### src/lcdns_pkg.sv
// Shared types, constants and the init step table for the character LCD nibble sequencer.
// No dependencies; imported by every module of the block.
package lcdns_pkg;

	localparam int LINE_COLUMNS = 16;
	localparam int SPACE_STEPS  = 2 * LINE_COLUMNS;
	localparam int STEP_W       = $clog2(SPACE_STEPS + 4);
	localparam int WAIT_W       = 18;
	localparam int IDX_W        = 3;
	localparam int IN_DATA_W    = 24;
	localparam int OUT_DATA_W   = 24;

	// request codes
	localparam logic [2:0] ACT_INIT  = 3'd0;
	localparam logic [2:0] ACT_CHAR  = 3'd1;
	localparam logic [2:0] ACT_CLEAR = 3'd2;
	localparam logic [2:0] ACT_MOVE  = 3'd3;
	localparam logic [2:0] ACT_LINE  = 3'd4;
	localparam logic [2:0] ACT_CGRAM = 3'd5;
	localparam logic [2:0] ACT_BLINK = 3'd6;

	// register indexes
	localparam logic [IDX_W-1:0] REG_WAIT_CMD   = 3'd0;
	localparam logic [IDX_W-1:0] REG_WAIT_CHAR  = 3'd1;
	localparam logic [IDX_W-1:0] REG_WAIT_SLOW  = 3'd2;
	localparam logic [IDX_W-1:0] REG_WAIT_WAKE  = 3'd3;
	localparam logic [IDX_W-1:0] REG_WAIT_POWER = 3'd4;

	// wait selectors
	localparam logic [2:0] WS_NONE  = 3'd0;
	localparam logic [2:0] WS_CMD   = 3'd1;
	localparam logic [2:0] WS_CHAR  = 3'd2;
	localparam logic [2:0] WS_SLOW  = 3'd3;
	localparam logic [2:0] WS_WAKE  = 3'd4;
	localparam logic [2:0] WS_POWER = 3'd5;

	// job kinds
	localparam logic [1:0] KIND_INIT = 2'd0;
	localparam logic [1:0] KIND_BYTE = 2'd1;
	localparam logic [1:0] KIND_PAIR = 2'd2;
	localparam logic [1:0] KIND_LINE = 2'd3;

	localparam logic [7:0] CMD_CLEAR     = 8'h01;
	localparam logic [7:0] CMD_DDRAM     = 8'h80;
	localparam logic [7:0] CMD_ROW1      = 8'h40;
	localparam logic [7:0] CMD_CGRAM     = 8'h40;
	localparam logic [7:0] CMD_BLINK_ON  = 8'h0f;
	localparam logic [7:0] CMD_BLINK_OFF = 8'h0c;
	localparam logic [7:0] CHAR_SPACE    = 8'h20;

	localparam logic [STEP_W-1:0] INIT_LAST = STEP_W'(16);

	typedef struct packed {
		logic [1:0] kind;
		logic [7:0] b0;
		logic       rs0;
		logic [2:0] ws0;
		logic [7:0] b1;
		logic       rs1;
		logic [2:0] ws1;
		logic       move_ok;
	} job_t;

	typedef struct packed {
		logic [3:0] nib;
		logic       strobe;
		logic [2:0] ws;
	} init_xfer_t;

	function automatic init_xfer_t init_xfer(input logic [STEP_W-1:0] step);
		init_xfer_t x;
		x = '{nib: 4'h0, strobe: 1'b1, ws: WS_NONE};
		case (step)
			STEP_W'(0):  x = '{nib: 4'h3, strobe: 1'b0, ws: WS_POWER};
			STEP_W'(1),
			STEP_W'(2),
			STEP_W'(3):  x = '{nib: 4'h3, strobe: 1'b1, ws: WS_WAKE};
			STEP_W'(4):  x = '{nib: 4'h2, strobe: 1'b1, ws: WS_WAKE};
			STEP_W'(5):  x = '{nib: 4'h2, strobe: 1'b1, ws: WS_NONE};
			STEP_W'(6):  x = '{nib: 4'h8, strobe: 1'b1, ws: WS_CMD};
			STEP_W'(7):  x = '{nib: 4'h0, strobe: 1'b1, ws: WS_NONE};
			STEP_W'(8):  x = '{nib: 4'h8, strobe: 1'b1, ws: WS_CMD};
			STEP_W'(9):  x = '{nib: 4'h0, strobe: 1'b1, ws: WS_NONE};
			STEP_W'(10): x = '{nib: 4'h1, strobe: 1'b1, ws: WS_SLOW};
			STEP_W'(11): x = '{nib: 4'h0, strobe: 1'b1, ws: WS_NONE};
			STEP_W'(12): x = '{nib: 4'h2, strobe: 1'b1, ws: WS_SLOW};
			STEP_W'(13): x = '{nib: 4'h0, strobe: 1'b1, ws: WS_NONE};
			STEP_W'(14): x = '{nib: 4'he, strobe: 1'b1, ws: WS_CMD};
			STEP_W'(15): x = '{nib: 4'h0, strobe: 1'b1, ws: WS_NONE};
			STEP_W'(16): x = '{nib: 4'h6, strobe: 1'b1, ws: WS_CMD};
			default:     x = '{nib: 4'h0, strobe: 1'b1, ws: WS_NONE};
		endcase
		return x;
	endfunction

endpackage

### src/char_lcd_nibble_sequencer_core.sv
// Top level of the character LCD 4-bit bus sequencer.
// Instantiates lcdns_front, lcdns_queue and lcdns_back; depends on lcdns_pkg.
//
//   channel   | direction | payload
//   s_*       | in        | tuser: action; tdata: char_byte, row, column, cgram_address, blink_on
//   m_*       | out       | tdata: nibble, register_select, strobe_res, wait_cycles; tlast: last
//   wr_*      | in        | index 0..4 selects a wait register, write data 18 bits
//
// One transfer leaves per cycle while m_tready stays high: a request emits 2, 4, 17, 32 or
// 36 transfers (clear line: 2*LINE_COLUMNS+4), set by the single nibble sequencer in lcdns_back.
// Requests that emit nothing are dropped in the decoder; two jobs can wait in the queue.
// Reset is asynchronous and restores the wait registers to their defaults.
// A stalled output holds the sequencer; requests are taken until queue and decoder register fill.
module char_lcd_nibble_sequencer_core (
	input  logic                              clk,
	input  logic                              arst_n,
	input  logic                              s_tvalid,
	output logic                              s_tready,
	input  logic [2:0]                        s_tuser,  // action
	input  logic [lcdns_pkg::IN_DATA_W-1:0]   s_tdata,  // char_byte, row, column, cgram_address, blink_on, pad
	output logic                              m_tvalid,
	input  logic                              m_tready,
	output logic [lcdns_pkg::OUT_DATA_W-1:0]  m_tdata,  // nibble, register_select, strobe_res, wait_cycles
	output logic                              m_tlast,
	input  logic                              wr_en,
	input  logic [lcdns_pkg::IDX_W-1:0]       wr_index,
	input  logic [lcdns_pkg::WAIT_W-1:0]      wr_data
);
	import lcdns_pkg::*;

	logic fq_valid, fq_ready, qb_valid, qb_ready;
	job_t fq_job, qb_job;

	lcdns_front u_front (
		.clk       (clk),
		.arst_n    (arst_n),
		.s_tvalid  (s_tvalid),
		.s_tready  (s_tready),
		.s_tuser   (s_tuser),
		.s_tdata   (s_tdata),
		.job_valid (fq_valid),
		.job_ready (fq_ready),
		.job       (fq_job)
	);

	lcdns_queue u_queue (
		.clk       (clk),
		.arst_n    (arst_n),
		.in_valid  (fq_valid),
		.in_ready  (fq_ready),
		.in_job    (fq_job),
		.out_valid (qb_valid),
		.out_ready (qb_ready),
		.out_job   (qb_job)
	);

	lcdns_back u_back (
		.clk       (clk),
		.arst_n    (arst_n),
		.wr_en     (wr_en),
		.wr_index  (wr_index),
		.wr_data   (wr_data),
		.job_valid (qb_valid),
		.job_ready (qb_ready),
		.job       (qb_job),
		.m_tvalid  (m_tvalid),
		.m_tready  (m_tready),
		.m_tdata   (m_tdata),
		.m_tlast   (m_tlast)
	);

endmodule

### src/lcdns_front.sv
// Request decoder: accepts requests, drops those that emit nothing, registers a job descriptor.
// Depends on lcdns_pkg.
module lcdns_front (
	input  logic                             clk,
	input  logic                             arst_n,
	input  logic                             s_tvalid,
	output logic                             s_tready,
	input  logic [2:0]                       s_tuser,
	input  logic [lcdns_pkg::IN_DATA_W-1:0]  s_tdata,
	output logic                             job_valid,
	input  logic                             job_ready,
	output lcdns_pkg::job_t                  job
);
	import lcdns_pkg::*;

	logic       valid_s1;
	job_t       job_s1;
	job_t       dec;
	logic       keep;
	logic [7:0] ch;
	logic [1:0] row;
	logic [4:0] col;
	logic [5:0] addr;
	logic       blink;
	logic [7:0] row_bit;

	assign ch    = s_tdata[7:0];
	assign row   = s_tdata[9:8];
	assign col   = s_tdata[14:10];
	assign addr  = s_tdata[20:15];
	assign blink = s_tdata[21];
	assign row_bit = (row != 2'd0) ? CMD_ROW1 : 8'h00;

	always_comb begin
		dec  = '{kind: KIND_BYTE, b0: ch, rs0: 1'b0, ws0: WS_CMD,
			b1: CHAR_SPACE, rs1: 1'b1, ws1: WS_CHAR, move_ok: 1'b0};
		keep = 1'b1;
		case (s_tuser)
			ACT_INIT: dec.kind = KIND_INIT;
			ACT_CHAR: begin
				dec.rs0 = 1'b1;
				dec.ws0 = WS_CHAR;
			end
			ACT_CLEAR: begin
				dec.b0  = CMD_CLEAR;
				dec.ws0 = WS_SLOW;
			end
			ACT_MOVE: begin
				dec.b0 = CMD_DDRAM | row_bit | {3'b000, col};
				keep   = (row <= 2'd1) && (int'(col) < LINE_COLUMNS);
			end
			ACT_LINE: begin
				dec.kind    = KIND_LINE;
				dec.b0      = CMD_DDRAM | row_bit;
				dec.move_ok = (row <= 2'd1);
			end
			ACT_CGRAM: begin
				dec.kind = KIND_PAIR;
				dec.b0   = CMD_CGRAM | {2'b00, addr};
				dec.b1   = ch;
			end
			ACT_BLINK: dec.b0 = blink ? CMD_BLINK_ON : CMD_BLINK_OFF;
			default: keep = 1'b0;
		endcase
	end

	assign s_tready  = !valid_s1 || job_ready;
	assign job_valid = valid_s1;
	assign job       = job_s1;

	always_ff @(posedge clk or negedge arst_n) begin
		if (!arst_n) begin
			valid_s1 <= 1'b0;
		end else if (s_tvalid && s_tready) begin
			valid_s1 <= keep;
		end else if (job_ready) begin
			valid_s1 <= 1'b0;
		end
	end

	always_ff @(posedge clk) begin
		if (s_tvalid && s_tready) begin
			job_s1 <= dec;
		end
	end

endmodule

### src/lcdns_queue.sv
// Two-entry job queue between the decoder and the transfer sequencer.
// Depends on lcdns_pkg.
module lcdns_queue (
	input  logic            clk,
	input  logic            arst_n,
	input  logic            in_valid,
	output logic            in_ready,
	input  lcdns_pkg::job_t in_job,
	output logic            out_valid,
	input  logic            out_ready,
	output lcdns_pkg::job_t out_job
);
	import lcdns_pkg::*;

	job_t       mem_q [2];
	logic       wr_ptr_q;
	logic       rd_ptr_q;
	logic [1:0] count_q;
	logic       push;
	logic       pop;

	assign in_ready  = (count_q != 2'd2);
	assign out_valid = (count_q != 2'd0);
	assign out_job   = mem_q[rd_ptr_q];
	assign push      = in_valid && in_ready;
	assign pop       = out_valid && out_ready;

	always_ff @(posedge clk or negedge arst_n) begin
		if (!arst_n) begin
			wr_ptr_q <= 1'b0;
			rd_ptr_q <= 1'b0;
			count_q  <= 2'd0;
		end else begin
			if (push) begin
				wr_ptr_q <= !wr_ptr_q;
			end
			if (pop) begin
				rd_ptr_q <= !rd_ptr_q;
			end
			if (push && !pop) begin
				count_q <= count_q + 2'd1;
			end else if (pop && !push) begin
				count_q <= count_q - 2'd1;
			end
		end
	end

	always_ff @(posedge clk) begin
		if (push) begin
			mem_q[wr_ptr_q] <= in_job;
		end
	end

endmodule

### src/lcdns_back.sv
// Transfer sequencer: steps through a job one nibble a cycle, while the output is not stalled, into an output register.
// Holds the wait registers. Depends on lcdns_pkg.
module lcdns_back (
	input  logic                              clk,
	input  logic                              arst_n,
	input  logic                              wr_en,
	input  logic [lcdns_pkg::IDX_W-1:0]       wr_index,
	input  logic [lcdns_pkg::WAIT_W-1:0]      wr_data,
	input  logic                              job_valid,
	output logic                              job_ready,
	input  lcdns_pkg::job_t                   job,
	output logic                              m_tvalid,
	input  logic                              m_tready,
	output logic [lcdns_pkg::OUT_DATA_W-1:0]  m_tdata,
	output logic                              m_tlast
);
	import lcdns_pkg::*;

	logic [WAIT_W-1:0] wait_cmd_q, wait_char_q, wait_slow_q, wait_wake_q, wait_power_q;
	logic              busy_q;
	job_t              job_q;
	logic [STEP_W-1:0] step_q;
	logic              out_valid_q;
	logic [3:0]        out_nib_q;
	logic              out_rs_q;
	logic              out_strobe_q;
	logic [WAIT_W-1:0] out_wait_q;
	logic              out_last_q;

	init_xfer_t        ix;
	logic [7:0]        cur_byte;
	logic              cur_rs;
	logic [2:0]        byte_ws;
	logic [3:0]        nib;
	logic              strobe;
	logic [2:0]        ws;
	logic [STEP_W-1:0] last_step;
	logic [WAIT_W-1:0] wait_val;
	logic              advance;
	logic              is_last;
	logic              in_move;

	always_ff @(posedge clk or negedge arst_n) begin
		if (!arst_n) begin
			wait_cmd_q   <= WAIT_W'(622);
			wait_char_q  <= WAIT_W'(800);
			wait_slow_q  <= WAIT_W'(25552);
			wait_wake_q  <= WAIT_W'(2448);
			wait_power_q <= WAIT_W'(127760);
		end else if (wr_en) begin
			case (wr_index)
				REG_WAIT_CMD:   wait_cmd_q   <= wr_data;
				REG_WAIT_CHAR:  wait_char_q  <= wr_data;
				REG_WAIT_SLOW:  wait_slow_q  <= wr_data;
				REG_WAIT_WAKE:  wait_wake_q  <= wr_data;
				REG_WAIT_POWER: wait_power_q <= wr_data;
				default: ;
			endcase
		end
	end

	assign in_move = (step_q < STEP_W'(2)) || (step_q >= STEP_W'(SPACE_STEPS + 2));

	always_comb begin
		ix       = init_xfer(step_q);
		cur_byte = job_q.b0;
		cur_rs   = job_q.rs0;
		byte_ws  = job_q.ws0;
		case (job_q.kind)
			KIND_BYTE: last_step = STEP_W'(1);
			KIND_PAIR: begin
				last_step = STEP_W'(3);
				if (step_q[1]) begin
					cur_byte = job_q.b1;
					cur_rs   = job_q.rs1;
					byte_ws  = job_q.ws1;
				end
			end
			KIND_LINE: begin
				last_step = job_q.move_ok ? STEP_W'(SPACE_STEPS + 3) : STEP_W'(SPACE_STEPS - 1);
				if (!(job_q.move_ok && in_move)) begin
					cur_byte = job_q.b1;
					cur_rs   = job_q.rs1;
					byte_ws  = job_q.ws1;
				end
			end
			default: last_step = INIT_LAST;
		endcase
		if (job_q.kind == KIND_INIT) begin
			nib    = ix.nib;
			strobe = ix.strobe;
			ws     = ix.ws;
			cur_rs = 1'b0;
		end else begin
			nib    = step_q[0] ? cur_byte[3:0] : cur_byte[7:4];
			strobe = 1'b1;
			ws     = step_q[0] ? byte_ws : WS_NONE;
		end
		case (ws)
			WS_CMD:   wait_val = wait_cmd_q;
			WS_CHAR:  wait_val = wait_char_q;
			WS_SLOW:  wait_val = wait_slow_q;
			WS_WAKE:  wait_val = wait_wake_q;
			WS_POWER: wait_val = wait_power_q;
			default:  wait_val = '0;
		endcase
	end

	assign advance   = busy_q && (!out_valid_q || m_tready);
	assign is_last   = (step_q == last_step);
	assign job_ready = !busy_q || (advance && is_last);

	always_ff @(posedge clk or negedge arst_n) begin
		if (!arst_n) begin
			busy_q      <= 1'b0;
			step_q      <= '0;
			out_valid_q <= 1'b0;
		end else begin
			if (job_valid && job_ready) begin
				busy_q <= 1'b1;
				step_q <= '0;
			end else if (advance && is_last) begin
				busy_q <= 1'b0;
			end else if (advance) begin
				step_q <= step_q + 1'b1;
			end
			if (advance) begin
				out_valid_q <= 1'b1;
			end else if (m_tready) begin
				out_valid_q <= 1'b0;
			end
		end
	end

	always_ff @(posedge clk) begin
		if (job_valid && job_ready) begin
			job_q <= job;
		end
		if (advance) begin
			out_nib_q    <= nib;
			out_rs_q     <= cur_rs;
			out_strobe_q <= strobe;
			out_wait_q   <= wait_val;
			out_last_q   <= is_last;
		end
	end

	assign m_tvalid = out_valid_q;
	assign m_tdata  = {out_wait_q, out_strobe_q, out_rs_q, out_nib_q};
	assign m_tlast  = out_last_q;

endmodule

### config.mk
export PLATFORM = sky130hd
export DESIGN_NAME = char_lcd_nibble_sequencer_core
export DESIGN_NICKNAME = d
export VERILOG_FILES = /design/src/lcdns_pkg.sv /design/src/char_lcd_nibble_sequencer_core.sv /design/src/lcdns_front.sv /design/src/lcdns_queue.sv /design/src/lcdns_back.sv
export SDC_FILE = /design/constraint.sdc
export NUM_CORES = 1
export LEC_CHECK = 0
export BUFFER_PORTS_ARGS = -buffer_cell sky130_fd_sc_hd__buf_2
export CORE_ASPECT_RATIO = 0.75
export CORE_MARGIN = 8
export CORE_UTILIZATION = 60
export DETAILED_ROUTE_END_ITERATION = 12
export PLACE_DENSITY = 0.84
export SLEW_MARGIN = 0
export SYNTH_ARGS = -nofsm -noshare
export SYNTH_HDL_FRONTEND = slang
export SYNTH_HIERARCHICAL = 1
export SYNTH_SLANG_ARGS = --single-unit
### constraint.sdc
create_clock -name clk -period 5.1 [get_ports clk]
set_input_delay 0.51 -clock clk [delete_from_list [all_inputs] [get_ports clk]]
set_output_delay 0.51 -clock clk [all_outputs]
set_load 0.05 [all_outputs]
==> impl_summary.log, run 1 <==
INFO  metric fp.dieH = 129.2 µm
INFO  metric dr_wl_met2 = 10.42 mm
INFO  metric post_cts_resized = 0
INFO  metric tritoncts.num_buffers = 22
INFO  metric p_per_area = 559.4 nW/µm²
INFO  metric slew_violations = 0
INFO  metric worst_path_dominant_cell_family = compound AO/OA/AOI/OAI gates
INFO  metric clk_path_buf_depth = 3
INFO  metric placed_cells_incl_taps = 968
INFO  metric route.top_layer_used = met4
INFO  metric drt-initial-drc-count = 520
INFO  metric run_status = completed
INFO  metric critical_path_peak_fanout = 14
INFO  metric grt_overflow = 0
INFO  metric synthDominantAreaCellType = sky130_fd_sc_hd__edfxtp_1
INFO  metric worst-endpoint-arrival = 4110 ps
INFO  metric totalNegativeSetupSlack = 0 ps
INFO  metric wl_per_cell = 21.63 µm
INFO  metric worst_path_largest_cell_delay = 540 ps
INFO  metric htreeDepth = 1
INFO  metric numPortBuffers = 77
INFO  metric netlist_area = 10240 µm²
INFO  metric holdCritPathClass = in2reg
INFO  metric power.total = 6491 µW
INFO  metric post-dp-hpwl = 13.97 mm
INFO  metric grt_setup_unrepaired = false
INFO  metric met1Wirelength = 9.223 mm
INFO  metric tritoncts_clock_tree = yes
INFO  metric worst_hold_margin = 255.4 ps
INFO  metric ios = 80
INFO  metric clkTransAtPathRegs = 70 ps
INFO  metric final_period_minus_worst_setup_slack = 3846 ps
INFO  metric maxCapViolations = 0
INFO  metric clock-sinks = 231
INFO  metric yosys_most_used_dff = sky130_fd_sc_hd__edfxtp_1
INFO  metric synth_sequential_area_ratio = 0.6303
INFO  metric clock_tree.root_cell = sky130_fd_sc_hd__clkbuf_16
INFO  metric drt-total-wl = 21.85 mm
INFO  metric netlist-cell-type-count = 70
INFO  metric synth_top_area_share = 0.3752
INFO  metric max_slew_margin = 0.3759
INFO  metric grt_max_degree = 72
INFO  metric synthesis.instances = 701
INFO  metric number_of_antenna_violations_at_the_first_check_in_global_routing = 1
INFO  metric synth_edf_count = 128
INFO  metric setup-violations-final = 0
INFO  metric postSynthAreaPerCell = 14.61 µm²
INFO  metric finalCritPeriodShare = 0.7542
INFO  metric worst-endpoint-required = 5360 ps
INFO  metric start_kind = flip-flop
INFO  metric ys_top_cells_by_area = sky130_fd_sc_hd__edfxtp_1 38%, sky130_fd_sc_hd__dfrtp_1 18%, sky130_fd_sc_hd__mux2_2 11%, sky130_fd_sc_hd__dfstp_2 7.2%, sky130_fd_sc_hd__mux2_4 4.3%
INFO  metric fin_nets = 835
INFO  metric cp-end-kind = flip-flop
INFO  metric area_growth_syn_to_layout = 13.28%
INFO  metric largest_clock_skew_in_the_final_design = 9.818 ps
INFO  metric die_area = 21550 µm²
INFO  metric yosysWarningCount = 6
INFO  metric routed_via_density = 6.211
INFO  metric timing.final.hold_violations = 0
INFO  metric chipWidth = 166.9 µm
INFO  metric row_count = 41
INFO  metric ys_seq_elements = 231
INFO  metric detail_route.first_pass.iterations = 7
INFO  metric postCtsHoldBufs = 1
INFO  metric global_route_wire_length_before_repair = 35.16 mm
INFO  metric clock.fmax = 260.0 MHz
INFO  metric number_of_buffers_added_for_setup_after_cts = 0
INFO  metric met3_wirelength = 1.631 mm
INFO  metric vias = 6273
INFO  metric final_layout_size_suffix_gt1_frac = 0.3816
INFO  metric synth_async_sr_flop_share = 0.4459
INFO  metric floorplan.core_area = 16770 µm²
INFO  metric p_leak = 0.004612 µW
INFO  metric path_buf_inv = 2
INFO  metric gp_routability_congestion = 0.8726
INFO  metric final-instance-count-excl-fill = 1010
INFO  metric critical-path-slowest-cell = sky130_fd_sc_hd__dfrtp_1
INFO  metric clk-insertion-delay-late = 520 ps
INFO  metric grtUsageTotal = 0.2027
INFO  metric first_global_vias = 6596
INFO  metric worst-slew-pin-transition = 936.1 ps
INFO  metric vdd_drop_max = 0.3122 mV
INFO  metric route.detailed.drc = 0
INFO  metric final_antenna_net_count = 0
INFO  metric chain_of_cells_forming_the_critical_path = inv_1, ha_1, nor4bb_1, o31a_1, a41o_1, nor2_1, buf_4, and3_1, a221o_1
INFO  metric initial_utilization = 0.6107
INFO  metric crit_type = reg2reg
path summary, 6_finish.rpt:
kind                            slack (ps)        startpoint  cells after the start               endpoint
worst max-delay path                  1250  u_back/step_q[0]                      9   u_back/out_wait_q[9]
worst min-delay path                   260          s_tvalid                      3      u_front/job_valid
worst max register to register        1250  u_back/step_q[0]                      9   u_back/out_wait_q[9]
worst min register to register         440   u_front/job[18]                      0   u_queue/mem_q[1][18]
max in group asynchronous             3400            arst_n                      3       u_queue/wr_ptr_q
min in group asynchronous              480            arst_n                      2  u_back/wait_char_q[7]
through the flow:
stage | worst slack, ps | utilization | instance area [µm²]
after floorplan | 2251 | - | 10250
after global placement | 1789 | 0.6447 | 10810
after detailed placement | 1494 | 0.6447 | 10810
after CTS | 1420 | 0.6916 | 11600
after global routing | 1137 | 0.6917 | 11600
final | 1254 | 0.6917 | 11600
where the power goes:
part,switching (µW),internal [µW],total [µW]
registers,283,2560,2850
logic,1180,783,1970
clock network,688,989,1680
kinds of logic (layout without fill, tap and decap cells):
family / count (synthesis) / count (layout) / synth area share
flops: 231 / 231 / 0.6303
compound gates: 125 / 125 / 0.08746
simple gates: 120 / 120 / 0.06486
fa+ha+maj: 4 / 4 / 0.004886
other cells: 2 / 6 / 0.0007331
buf+inv: 61 / 151 / 0.03273
xor+xnor: 12 / 12 / 0.01026
mux: 146 / 146 / 0.1688
state kept, by name (all words and copies together), names as in the netlist, 2 cells and up:
signal               cells
u_back/wait_cmd_q       18
u_back/wait_char_q      18
u_front/job             22
u_back/step_q            6
u_back/job_q            27
u_back/out_nib_q         4
u_back/wait_wake_q      18
u_back/out_wait_q       18
u_back/wait_power_q     18
u_queue/count_q          2
u_queue/mem_q           54
u_back/wait_slow_q      18
synth_stat cells, drive strengths merged (2+ instances only):
cell type	n
nor2	16
and3	14
o32ai	5
and2	5
o21ai	35
a21boi	6
nor3b	2
a21oi	17
clkbuf	18
mux2i	19
xnor2	5
inv	15
mux2	127
o221ai	3
buf	28
a211oi	21
o211ai	3
a221o	14
nor4bb	3
nand3	17
dfrtp	75
nor2b	2
o22ai	2
nand2	33
or3	3
nor3	8
dfstp	28
nor4	2
o2bb2ai	2
ha	4
conb	2
a31oi	2
xor2	7
o21a	3
edfxtp	128
or2	2
nand2b	5
cell usage in the layout, fill, tap and decap left out, types with 3 or more instances in the layout:
| master | n |
|---|---|
| sky130_fd_sc_hd__edfxtp_1 | 128 |
| sky130_fd_sc_hd__mux2_2 | 98 |
| sky130_fd_sc_hd__buf_2 | 76 |
| sky130_fd_sc_hd__dfrtp_1 | 75 |
| sky130_fd_sc_hd__o21ai_0 | 33 |
| sky130_fd_sc_hd__nand2_1 | 32 |
| sky130_fd_sc_hd__mux2_4 | 29 |
| sky130_fd_sc_hd__dfstp_2 | 28 |
| sky130_fd_sc_hd__clkbuf_16 | 24 |
| sky130_fd_sc_hd__a211oi_1 | 21 |
| sky130_fd_sc_hd__buf_4 | 19 |
| sky130_fd_sc_hd__mux2i_1 | 19 |
| sky130_fd_sc_hd__nand3_1 | 17 |
| sky130_fd_sc_hd__a21oi_1 | 16 |
| sky130_fd_sc_hd__inv_1 | 15 |
| sky130_fd_sc_hd__and3_1 | 14 |
| sky130_fd_sc_hd__nor2_1 | 14 |
| sky130_fd_sc_hd__a221o_1 | 14 |
| sky130_fd_sc_hd__xor2_1 | 7 |
| sky130_fd_sc_hd__clkinv_2 | 6 |
| sky130_fd_sc_hd__nor3_1 | 6 |
| sky130_fd_sc_hd__a21boi_0 | 6 |
| sky130_fd_sc_hd__clkbuf_8 | 5 |
| sky130_fd_sc_hd__and2_1 | 5 |
| sky130_fd_sc_hd__o32ai_1 | 5 |
| sky130_fd_sc_hd__nand2b_1 | 5 |
| sky130_fd_sc_hd__xnor2_1 | 5 |
| sky130_fd_sc_hd__conb_1 | 5 |
| sky130_fd_sc_hd__ha_1 | 4 |
| sky130_fd_sc_hd__o21a_1 | 3 |
| sky130_fd_sc_hd__o221ai_1 | 3 |
| sky130_fd_sc_hd__or3_1 | 3 |
| sky130_fd_sc_hd__o211ai_1 | 3 |
layer usage:
metal  track usage  vias to the layer above
met3       0.03737                       44
met2        0.3417                      313
li1              -                     2787
met5             0                        -
met4       0.07026                        0
met1        0.2635                     3129
area by class of cell:
| type | instances | area (µm²) |
|---|---|---|
| tap | 215 | 269.0 |
| sequential | 231 | 6456 |
| timing repair buffer | 96 | 533.0 |
| antenna | 1 | 2.502 |
| clock buffer | 31 | 678.2 |
| fill | 1054 | 5171 |
| inverter | 15 | 56.30 |
| clock inverter | 9 | 98.84 |
| multi-input combinational | 412 | 3510 |
worst register-to-register path, stage by stage, from the launching register on:
cell and delay [ps]:
sky130_fd_sc_hd__dfrtp_1 540, sky130_fd_sc_hd__inv_1 270, sky130_fd_sc_hd__ha_1 290, sky130_fd_sc_hd__nor4bb_1 490
sky130_fd_sc_hd__o31a_1 250, sky130_fd_sc_hd__a41o_1 530, sky130_fd_sc_hd__nor2_1 140, sky130_fd_sc_hd__buf_4 230
sky130_fd_sc_hd__and3_1 390, sky130_fd_sc_hd__a221o_1 470
Power figures use the tool's default switching activity.
==> inputs of run 2 (changes only) <==
ABC_AREA = 1   (was default)
clock period = 3.55 ns   (was 5.1 ns; I/O delays follow)
==> impl_summary.log, run 2 <==
INFO  metric worst_hold_margin = 41.33 ps (-214.0 ps)
INFO  metric detail_route.first_pass.iterations = 6 (-1)
INFO  metric fin_nets = 1190 (+43%)
INFO  metric final_antenna_net_count = 0 (unchanged)
INFO  metric final_period_minus_worst_setup_slack = 2793 ps (-1054 ps)
INFO  metric initial_utilization = 0.6026 (-0.008004)
INFO  metric largest_register_ff_count = 54 (unchanged)
INFO  metric chain_of_cells_forming_the_critical_path = inv_1, ha_1, nand2_1, o21ai_0, nand2_1, nor2_1, inv_1, nand2_4, nand3_2, o21ai_0, inv_1, nand2_1
INFO  metric route.detailed.drc = 0 (unchanged)
INFO  metric vias = 7768 (+24%)
INFO  metric synth_top_area_share = 0.3667 (-0.008554)
INFO  metric netlist-cell-type-count = 40 (-43%)
INFO  metric final_common_cell = sky130_fd_sc_hd__nand2_1
INFO  metric power.total = 9981 µW (+54%)
INFO  metric wl_per_cell = 16.95 µm (-22%)
INFO  metric path_buf_inv = 3 (+1)
INFO  metric critical-path-slowest-cell = sky130_fd_sc_hd__dfrtp_1
INFO  metric global_route_wire_length_before_repair = 38.45 mm (+9.4%)
INFO  metric numPortBuffers = 77 (unchanged)
INFO  metric ys_top_cells_by_area = sky130_fd_sc_hd__edfxtp_1 37%, sky130_fd_sc_hd__dfrtp_1 18%, sky130_fd_sc_hd__nand2_1 10%, sky130_fd_sc_hd__dfstp_2 7.0%, sky130_fd_sc_hd__o21ai_0 5.5%
INFO  metric gp_routability_congestion = 0.9212 (+5.6%)
INFO  metric run_status = completed
INFO  metric post-synth-top-count-cell = sky130_fd_sc_hd__nand2_1
INFO  metric holdCritPathClass = in2reg
INFO  metric routed_via_density = 5.580 (-10%)
INFO  metric worstReg2RegEnd = u_back/out_wait_q[7]
INFO  metric regToRegStartpoint = u_back/step_q[0]
INFO  metric r2r_setup_slack = 760 ps (-500 ps)
INFO  metric synthesis.instances = 1059 (+51%)
INFO  metric tritoncts.num_buffers = 23 (+4.5%)
INFO  metric timing.final.hold_violations = 0 (unchanged)
INFO  metric p_per_area = 857.2 nW/µm² (+53%)
INFO  metric antenna_cells = 0 (-1)
INFO  metric die_area = 22000 µm² (+2.1%)
INFO  metric yosysWarningCount = 6 (unchanged)
INFO  metric route.top_layer_used = met4
INFO  metric most-common-layout-cells = 278 x sky130_fd_sc_hd__nand2_1, 128 x sky130_fd_sc_hd__edfxtp_1, 117 x sky130_fd_sc_hd__inv_1, 115 x sky130_fd_sc_hd__o21ai_0, 76 x sky130_fd_sc_hd__buf_2
INFO  metric clock_tree.root_cell = sky130_fd_sc_hd__clkbuf_16
INFO  metric layout.core_utilization = 0.6694 (-0.02233)
INFO  metric setup-violations-final = 0 (unchanged)
INFO  metric synth_edf_count = 128 (unchanged)
INFO  metric netlist_area = 10480 µm² (+2.3%)
INFO  metric tritoncts_clock_tree = yes
INFO  metric worst-slew-pin-transition = 1257 ps (+321.4 ps)
INFO  metric post_cts_resized = 0 (unchanged)
INFO  metric worst-endpoint-arrival = 3180 ps (-930 ps)
INFO  metric htreeDepth = 1 (unchanged)
INFO  metric maxCapViolations = 0 (unchanged)
INFO  metric grt_setup_unrepaired = false
INFO  metric place_worst_setup_slack = 895.4 ps (-599.1 ps)
INFO  metric min_delay_path_depth = 3 (unchanged)
INFO  metric clk-insertion-delay-late = 520 ps (about the same)
INFO  metric area_growth_syn_to_layout = 11.08%
INFO  metric postSynthAreaPerCell = 9.899 µm² (-32%)
INFO  metric dr_wl_met2 = 10.94 mm (+4.9%)
INFO  metric totalNegativeSetupSlack = 0 ps (unchanged)
INFO  metric worst_path_largest_cell_delay = 440 ps (-100 ps)
INFO  metric postCtsHoldBufs = 1 (unchanged)
INFO  metric worst_path_dominant_cell_family = simple AND/OR/NAND/NOR gates
INFO  metric critical_path_peak_fanout = 24 (+10)
INFO  metric met3_wirelength = 1.961 mm (+20%)
INFO  metric ios = 80 (unchanged)
INFO  metric finalCritPeriodShare = 0.7867 (+0.03247)
INFO  metric number_of_buffers_added_for_setup_after_cts = 0 (unchanged)
INFO  metric worst-endpoint-required = 3940 ps (-1420 ps)
INFO  metric post-dp-hpwl = 15.06 mm (+7.9%)
INFO  metric clock.fmax = 358.1 MHz (+38%)
INFO  metric final_layout_size_suffix_gt1_frac = 0.1791 (-0.2025)
INFO  metric first_global_vias = 7615 (+15%)
INFO  metric row_count = 42 (+2.4%)
INFO  metric registers.top_by_ff_count = u_queue/mem_q
INFO  metric clkTransAtPathRegs = 60 ps (about the same)
INFO  metric synth_commonest_cells = 278 x sky130_fd_sc_hd__nand2_1, 128 x sky130_fd_sc_hd__edfxtp_1, 117 x sky130_fd_sc_hd__inv_1
INFO  metric slew_violations = 0 (unchanged)
INFO  metric clk_path_buf_depth = 3 (unchanged)
INFO  metric drt-initial-drc-count = 934 (+80%)
INFO  metric grt_max_degree = 54 (-25%)
INFO  metric fp.dieH = 130.5 µm (+1.0%)
INFO  metric synthDominantAreaCellType = sky130_fd_sc_hd__edfxtp_1
INFO  metric hold_path_end = u_front/job_valid
INFO  metric cp-end-kind = flip-flop
INFO  metric drt-total-wl = 23.60 mm (+8.0%)
INFO  metric start_kind = flip-flop
INFO  metric ff2ff_path_depth = 12 (+3)
INFO  metric max_slew_margin = 0.1597 (-0.2163)
INFO  metric ys_seq_elements = 231 (unchanged)
INFO  metric synth_sequential_area_ratio = 0.6159 (-0.01437)
INFO  metric chipWidth = 168.6 µm (+1.0%)
INFO  metric vdd_drop_max = 0.4764 mV (+53%)
INFO  metric timing.hold.worst.start = s_tvalid
INFO  metric p_leak = 0.005255 µW (+14%)
INFO  metric grtUsageTotal = 0.2170 (+0.01426)
INFO  metric met1Wirelength = 10.00 mm (+8.4%)
INFO  metric grt_overflow = 0 (unchanged)
INFO  metric final_critical_path_setup_slack = 757.3 ps (-496.2 ps)
INFO  metric synth_async_sr_flop_share = 0.4459 (unchanged)
INFO  metric largest_clock_skew_in_the_final_design = 18.41 ps (+8.588 ps)
INFO  metric floorplan.core_area = 17390 µm² (+3.7%)
INFO  metric number_of_antenna_violations_at_the_first_check_in_global_routing = 0 (-1)
INFO  metric clock-sinks = 231 (unchanged)
INFO  metric yosys_most_used_dff = sky130_fd_sc_hd__edfxtp_1
INFO  metric crit_type = reg2reg
-- run 2: layout make-up --
class                      instances  area (µm²)
tap                              242       302.8
clock inverter                     7       51.30
multi-input combinational        653        3163
clock buffer                      35       650.6
timing repair buffer              97       540.5
sequential                       231        6456
inverter                         127       479.2
fill                            1276        5751
-- run 2: stage by stage --
| step | instance area (µm²) | instances |
|---|---|---|
| CTS | 11640 | 1392 |
| global placement | 10930 | 1349 |
| global route | 11640 | 1392 |
| floorplan | 10490 | 1062 |
| detailed placement | 10930 | 1349 |
| finish | 11640 | 1392 |
-- run 2: kinds of logic after synthesis --
family,count (synthesis),synth area share
compound gates,161,0.08033
buf+inv,178,0.08427
xor+xnor,4,0.003343
simple gates,479,0.2107
other cells,2,0.0007164
flops,231,0.6159
fa+ha+maj,4,0.004775
-- run 2: metal layers --
metal	GRT usage	vias to the layer above
met4	0.07853	0
met5	0	-
li1	-	3664
met3	0.04113	68
met1	0.2907	3640
met2	0.3530	396
-- run 2: worst max-delay path by stage --
stage | to | from | cells past startpoint
finish | u_back/out_wait_q[7] | u_back/step_q[0] | 12
global route | u_back/out_wait_q[7] | u_back/step_q[0] | 12
CTS | u_back/out_wait_q[7] | u_back/step_q[0] | 12
detailed placement | u_back/job_q[5] | u_back/job_q[26] | 11
global placement | u_back/out_wait_q[1] | u_back/step_q[0] | 12
floorplan | u_front/job[0] | u_queue/count_q[0] | 4
-- run 2: tightest hold or removal path: cells and delay by family --
kind          cells  cell delay (ps)
buf+inv           1               90
simple gates      2               90
-- run 2: report_power, final --
group,total [µW],internal (µW),switching (µW)
Clock,2260,1270,989
Combinational,3550,888,2660
Sequential,4170,3820,348
Total,9980,5980,4000
==> inputs of run 3 (changes only) <==
ABC_AREA = 0   (was 1)
clock period = 2.9 ns   (was 3.55 ns; I/O delays follow)
==> impl_summary.log, run 3 (same netlist as run 1, synthesis figures left out) <==
INFO  metric crit_type = reg2reg
INFO  metric worst-endpoint-required = 3160 ps (-780 ps)
INFO  metric placed_cells_incl_taps = 983 (-27%)
INFO  metric most-common-layout-cells = 128 x sky130_fd_sc_hd__edfxtp_1, 98 x sky130_fd_sc_hd__mux2_2, 76 x sky130_fd_sc_hd__buf_2, 74 x sky130_fd_sc_hd__dfrtp_1, 33 x sky130_fd_sc_hd__o21ai_0
INFO  metric slew_violations = 0 (unchanged)
INFO  metric largest_register_ff_count = 54 (unchanged)
INFO  metric ios = 80 (unchanged)
INFO  metric drt-total-wl = 21.35 mm (-9.5%)
INFO  metric largest_clock_skew_in_the_final_design = 12.72 ps (-5.687 ps)
INFO  metric run_status = completed
INFO  metric routed_via_density = 6.121 (+9.7%)
INFO  metric finalCritPeriodShare = 0.9482 (+0.1616)
INFO  metric clk_path_buf_depth = 3 (unchanged)
INFO  metric clkTransAtPathRegs = 60 ps (about the same)
INFO  metric antenna_cells = 0 (unchanged)
INFO  metric clock.fmax = 363.7 MHz (+1.6%)
INFO  metric grtUsageTotal = 0.1951 (-0.02185)
INFO  metric pwr-share-comb = 0.321 (-0.034)
INFO  metric start_kind = flip-flop
INFO  metric row_count = 41 (-2.4%)
INFO  metric vias = 6292 (-19%)
INFO  metric power.switching_fraction = 0.3247 (-0.07582)
INFO  metric holdCritPathClass = in2reg
INFO  metric max_slew_margin = 0.4260 (+0.2663)
INFO  metric first_global_vias = 6381 (-16%)
INFO  metric post-dp-hpwl = 13.64 mm (-9.5%)
INFO  metric maxCapViolations = 0 (unchanged)
INFO  metric numPortBuffers = 77 (unchanged)
INFO  metric clock-sinks = 231 (unchanged)
INFO  metric route.detailed.drc = 0 (unchanged)
INFO  metric final-instance-count-excl-fill = 1028 (-26%)
INFO  metric initial_utilization = 0.6107 (+0.008004)
INFO  metric timing.final.hold_violations = 0 (unchanged)
INFO  metric critical_path_peak_fanout = 13 (-46%)
INFO  metric layout.core_utilization = 0.7030 (+0.03359)
INFO  metric cp-end-kind = flip-flop
INFO  metric fin_nets = 853 (-28%)
INFO  metric setup-violations-final = 0 (unchanged)
INFO  metric grt_overflow = 0 (unchanged)
INFO  metric clk-insertion-delay-late = 520 ps (about the same)
INFO  metric grt_max_degree = 104 (+93%)
INFO  metric gp_routability_congestion = 0.8432 (-8.5%)
INFO  metric p_leak = 0.004704 µW (-10%)
INFO  metric cellInternalPower = 7813 µW (+31%)
INFO  metric wl_per_cell = 20.77 µm (+23%)
INFO  metric final_common_cell = sky130_fd_sc_hd__edfxtp_1
INFO  metric registers.top_by_ff_count = u_queue/mem_q
INFO  metric clock_tree.root_cell = sky130_fd_sc_hd__clkbuf_16
INFO  metric power.total = 11570 µW (+16%)
INFO  metric final_period_minus_worst_setup_slack = 2750 ps (-42.80 ps)
INFO  metric die_area = 21550 µm² (-2.0%)
INFO  metric tritoncts.num_buffers = 23 (unchanged)
INFO  metric tritoncts_clock_tree = yes
INFO  metric grt_setup_unrepaired = false
INFO  metric global_route_wire_length_before_repair = 33.63 mm (-13%)
INFO  metric chipWidth = 166.9 µm (-1.0%)
INFO  metric final_antenna_net_count = 0 (unchanged)
INFO  metric number_of_antenna_violations_at_the_first_check_in_global_routing = 0 (unchanged)
INFO  metric fp.dieH = 129.2 µm (-1.0%)
INFO  metric power.switching = 3757 µW (-6.0%)
INFO  metric power.sequential.fraction = 0.422 (+0.004)
INFO  metric floorplan.core_area = 16770 µm² (-3.6%)
INFO  metric worst-endpoint-arrival = 3010 ps (-170 ps)
INFO  metric detail_route.first_pass.iterations = 5 (-1)
INFO  metric clockPowerShare = 0.257 (+0.030)
INFO  metric totalNegativeSetupSlack = 0 ps (unchanged)
INFO  metric p_per_area = 981.1 nW/µm² (+14%)
INFO  metric area_growth_syn_to_layout = 15.12%
INFO  metric htreeDepth = 1 (unchanged)
INFO  metric worst-slew-pin-transition = 861.1 ps (-396.4 ps)
INFO  metric vdd_drop_max = 0.5550 mV (+16%)
INFO  metric drt-initial-drc-count = 523 (-44%)
INFO  metric final_layout_size_suffix_gt1_frac = 0.3924 (+0.2132)
[run 3: cell count changes in the layout (fill, tap and decap cells not counted), sizes merged, moves of 19 or more]
cell	change
o21ai	-95
nor2	-63
mux2	+127
a211oi	+20
nand2	-263
mux2i	+19
nand4	-65
inv	-113
[run 3: stage by stage]
| stage | hold slack (ps) | cell area, µm² | setup WS, ps |
|---|---|---|---|
| finish | 36.67 | 11790 | 150.1 |
| global placement | 378.6 | 10980 | 147.1 |
| global route | 29.02 | 11790 | 33.52 |
| floorplan | -5.591 | 10250 | 51.15 |
| detailed placement | 390.7 | 10980 | 38.31 |
| CTS | 21.14 | 11760 | 18.23 |
[run 3: critical path, stage by stage (launching register included)]
cell                      delay (ps)
sky130_fd_sc_hd__dfrtp_2         490
sky130_fd_sc_hd__inv_1            90
sky130_fd_sc_hd__ha_1            230
sky130_fd_sc_hd__nor3b_1         170
sky130_fd_sc_hd__o31a_1          330
sky130_fd_sc_hd__a41oi_2         200
sky130_fd_sc_hd__nand2_2         150
sky130_fd_sc_hd__and2_1          400
sky130_fd_sc_hd__a221o_1         440
[run 3: final timing paths]
path / startpoint / endpoint / slack [ps] / depth (start not counted)
worst max-delay path: u_back/step_q[1] / u_back/out_wait_q[2] / 150 / 8
worst min-delay path: s_tvalid / u_front/job_valid / 40 / 3
worst max register to register: u_back/step_q[1] / u_back/out_wait_q[2] / 150 / 8
worst min register to register: u_front/job[5] / u_queue/mem_q[1][5] / 450 / 0
max in group asynchronous: arst_n / u_back/wait_wake_q[11] / 2090 / 3
min in group asynchronous: arst_n / u_back/m_tvalid / 370 / 3
[run 3: cell type report]
| class | instances | area, µm² |
|---|---|---|
| Inverter | 15 | 56.30 |
| Multi-Input combinational cell | 412 | 3525 |
| Sequential cell | 231 | 6457 |
| Tap cell | 215 | 269.0 |
| Clock inverter | 10 | 113.9 |
| Timing Repair Buffer | 113 | 710.7 |
| Clock buffer | 32 | 660.6 |
| Fill cell | 1011 | 4982 |
[run 3: layer usage]
| metal | vias to the layer above | wire, µm | track usage |
|---|---|---|---|
| met4 | 0 | 586 | 0.07396 |
| met5 | - | 0 | 0 |
| li1 | 2831 | - | - |
| met2 | 335 | 9684 | 0.3090 |
| met1 | 3067 | 9215 | 0.2604 |
| met3 | 59 | 1864 | 0.04740 |
[run 3: power groups by stage]
stage / combinational, µW / clock (µW) / sequential [µW]
after floorplan: 2300 / 0 / 5280
after global placement: 3510 / 0 / 4860
after detailed placement: 3640 / 0 / 4930
after CTS: 3680 / 3030 / 4880
after global routing: 3940 / 3170 / 4960
final: 3710 / 2980 / 4880
[run 3: repair_timing]
action,4_1_cts,5_1_grt
endpoints found under the hold margin,75,0
hold buffers,1,0
endpoints found under the setup margin,0,37
resized for setup,0,5
setup buffers,0,2
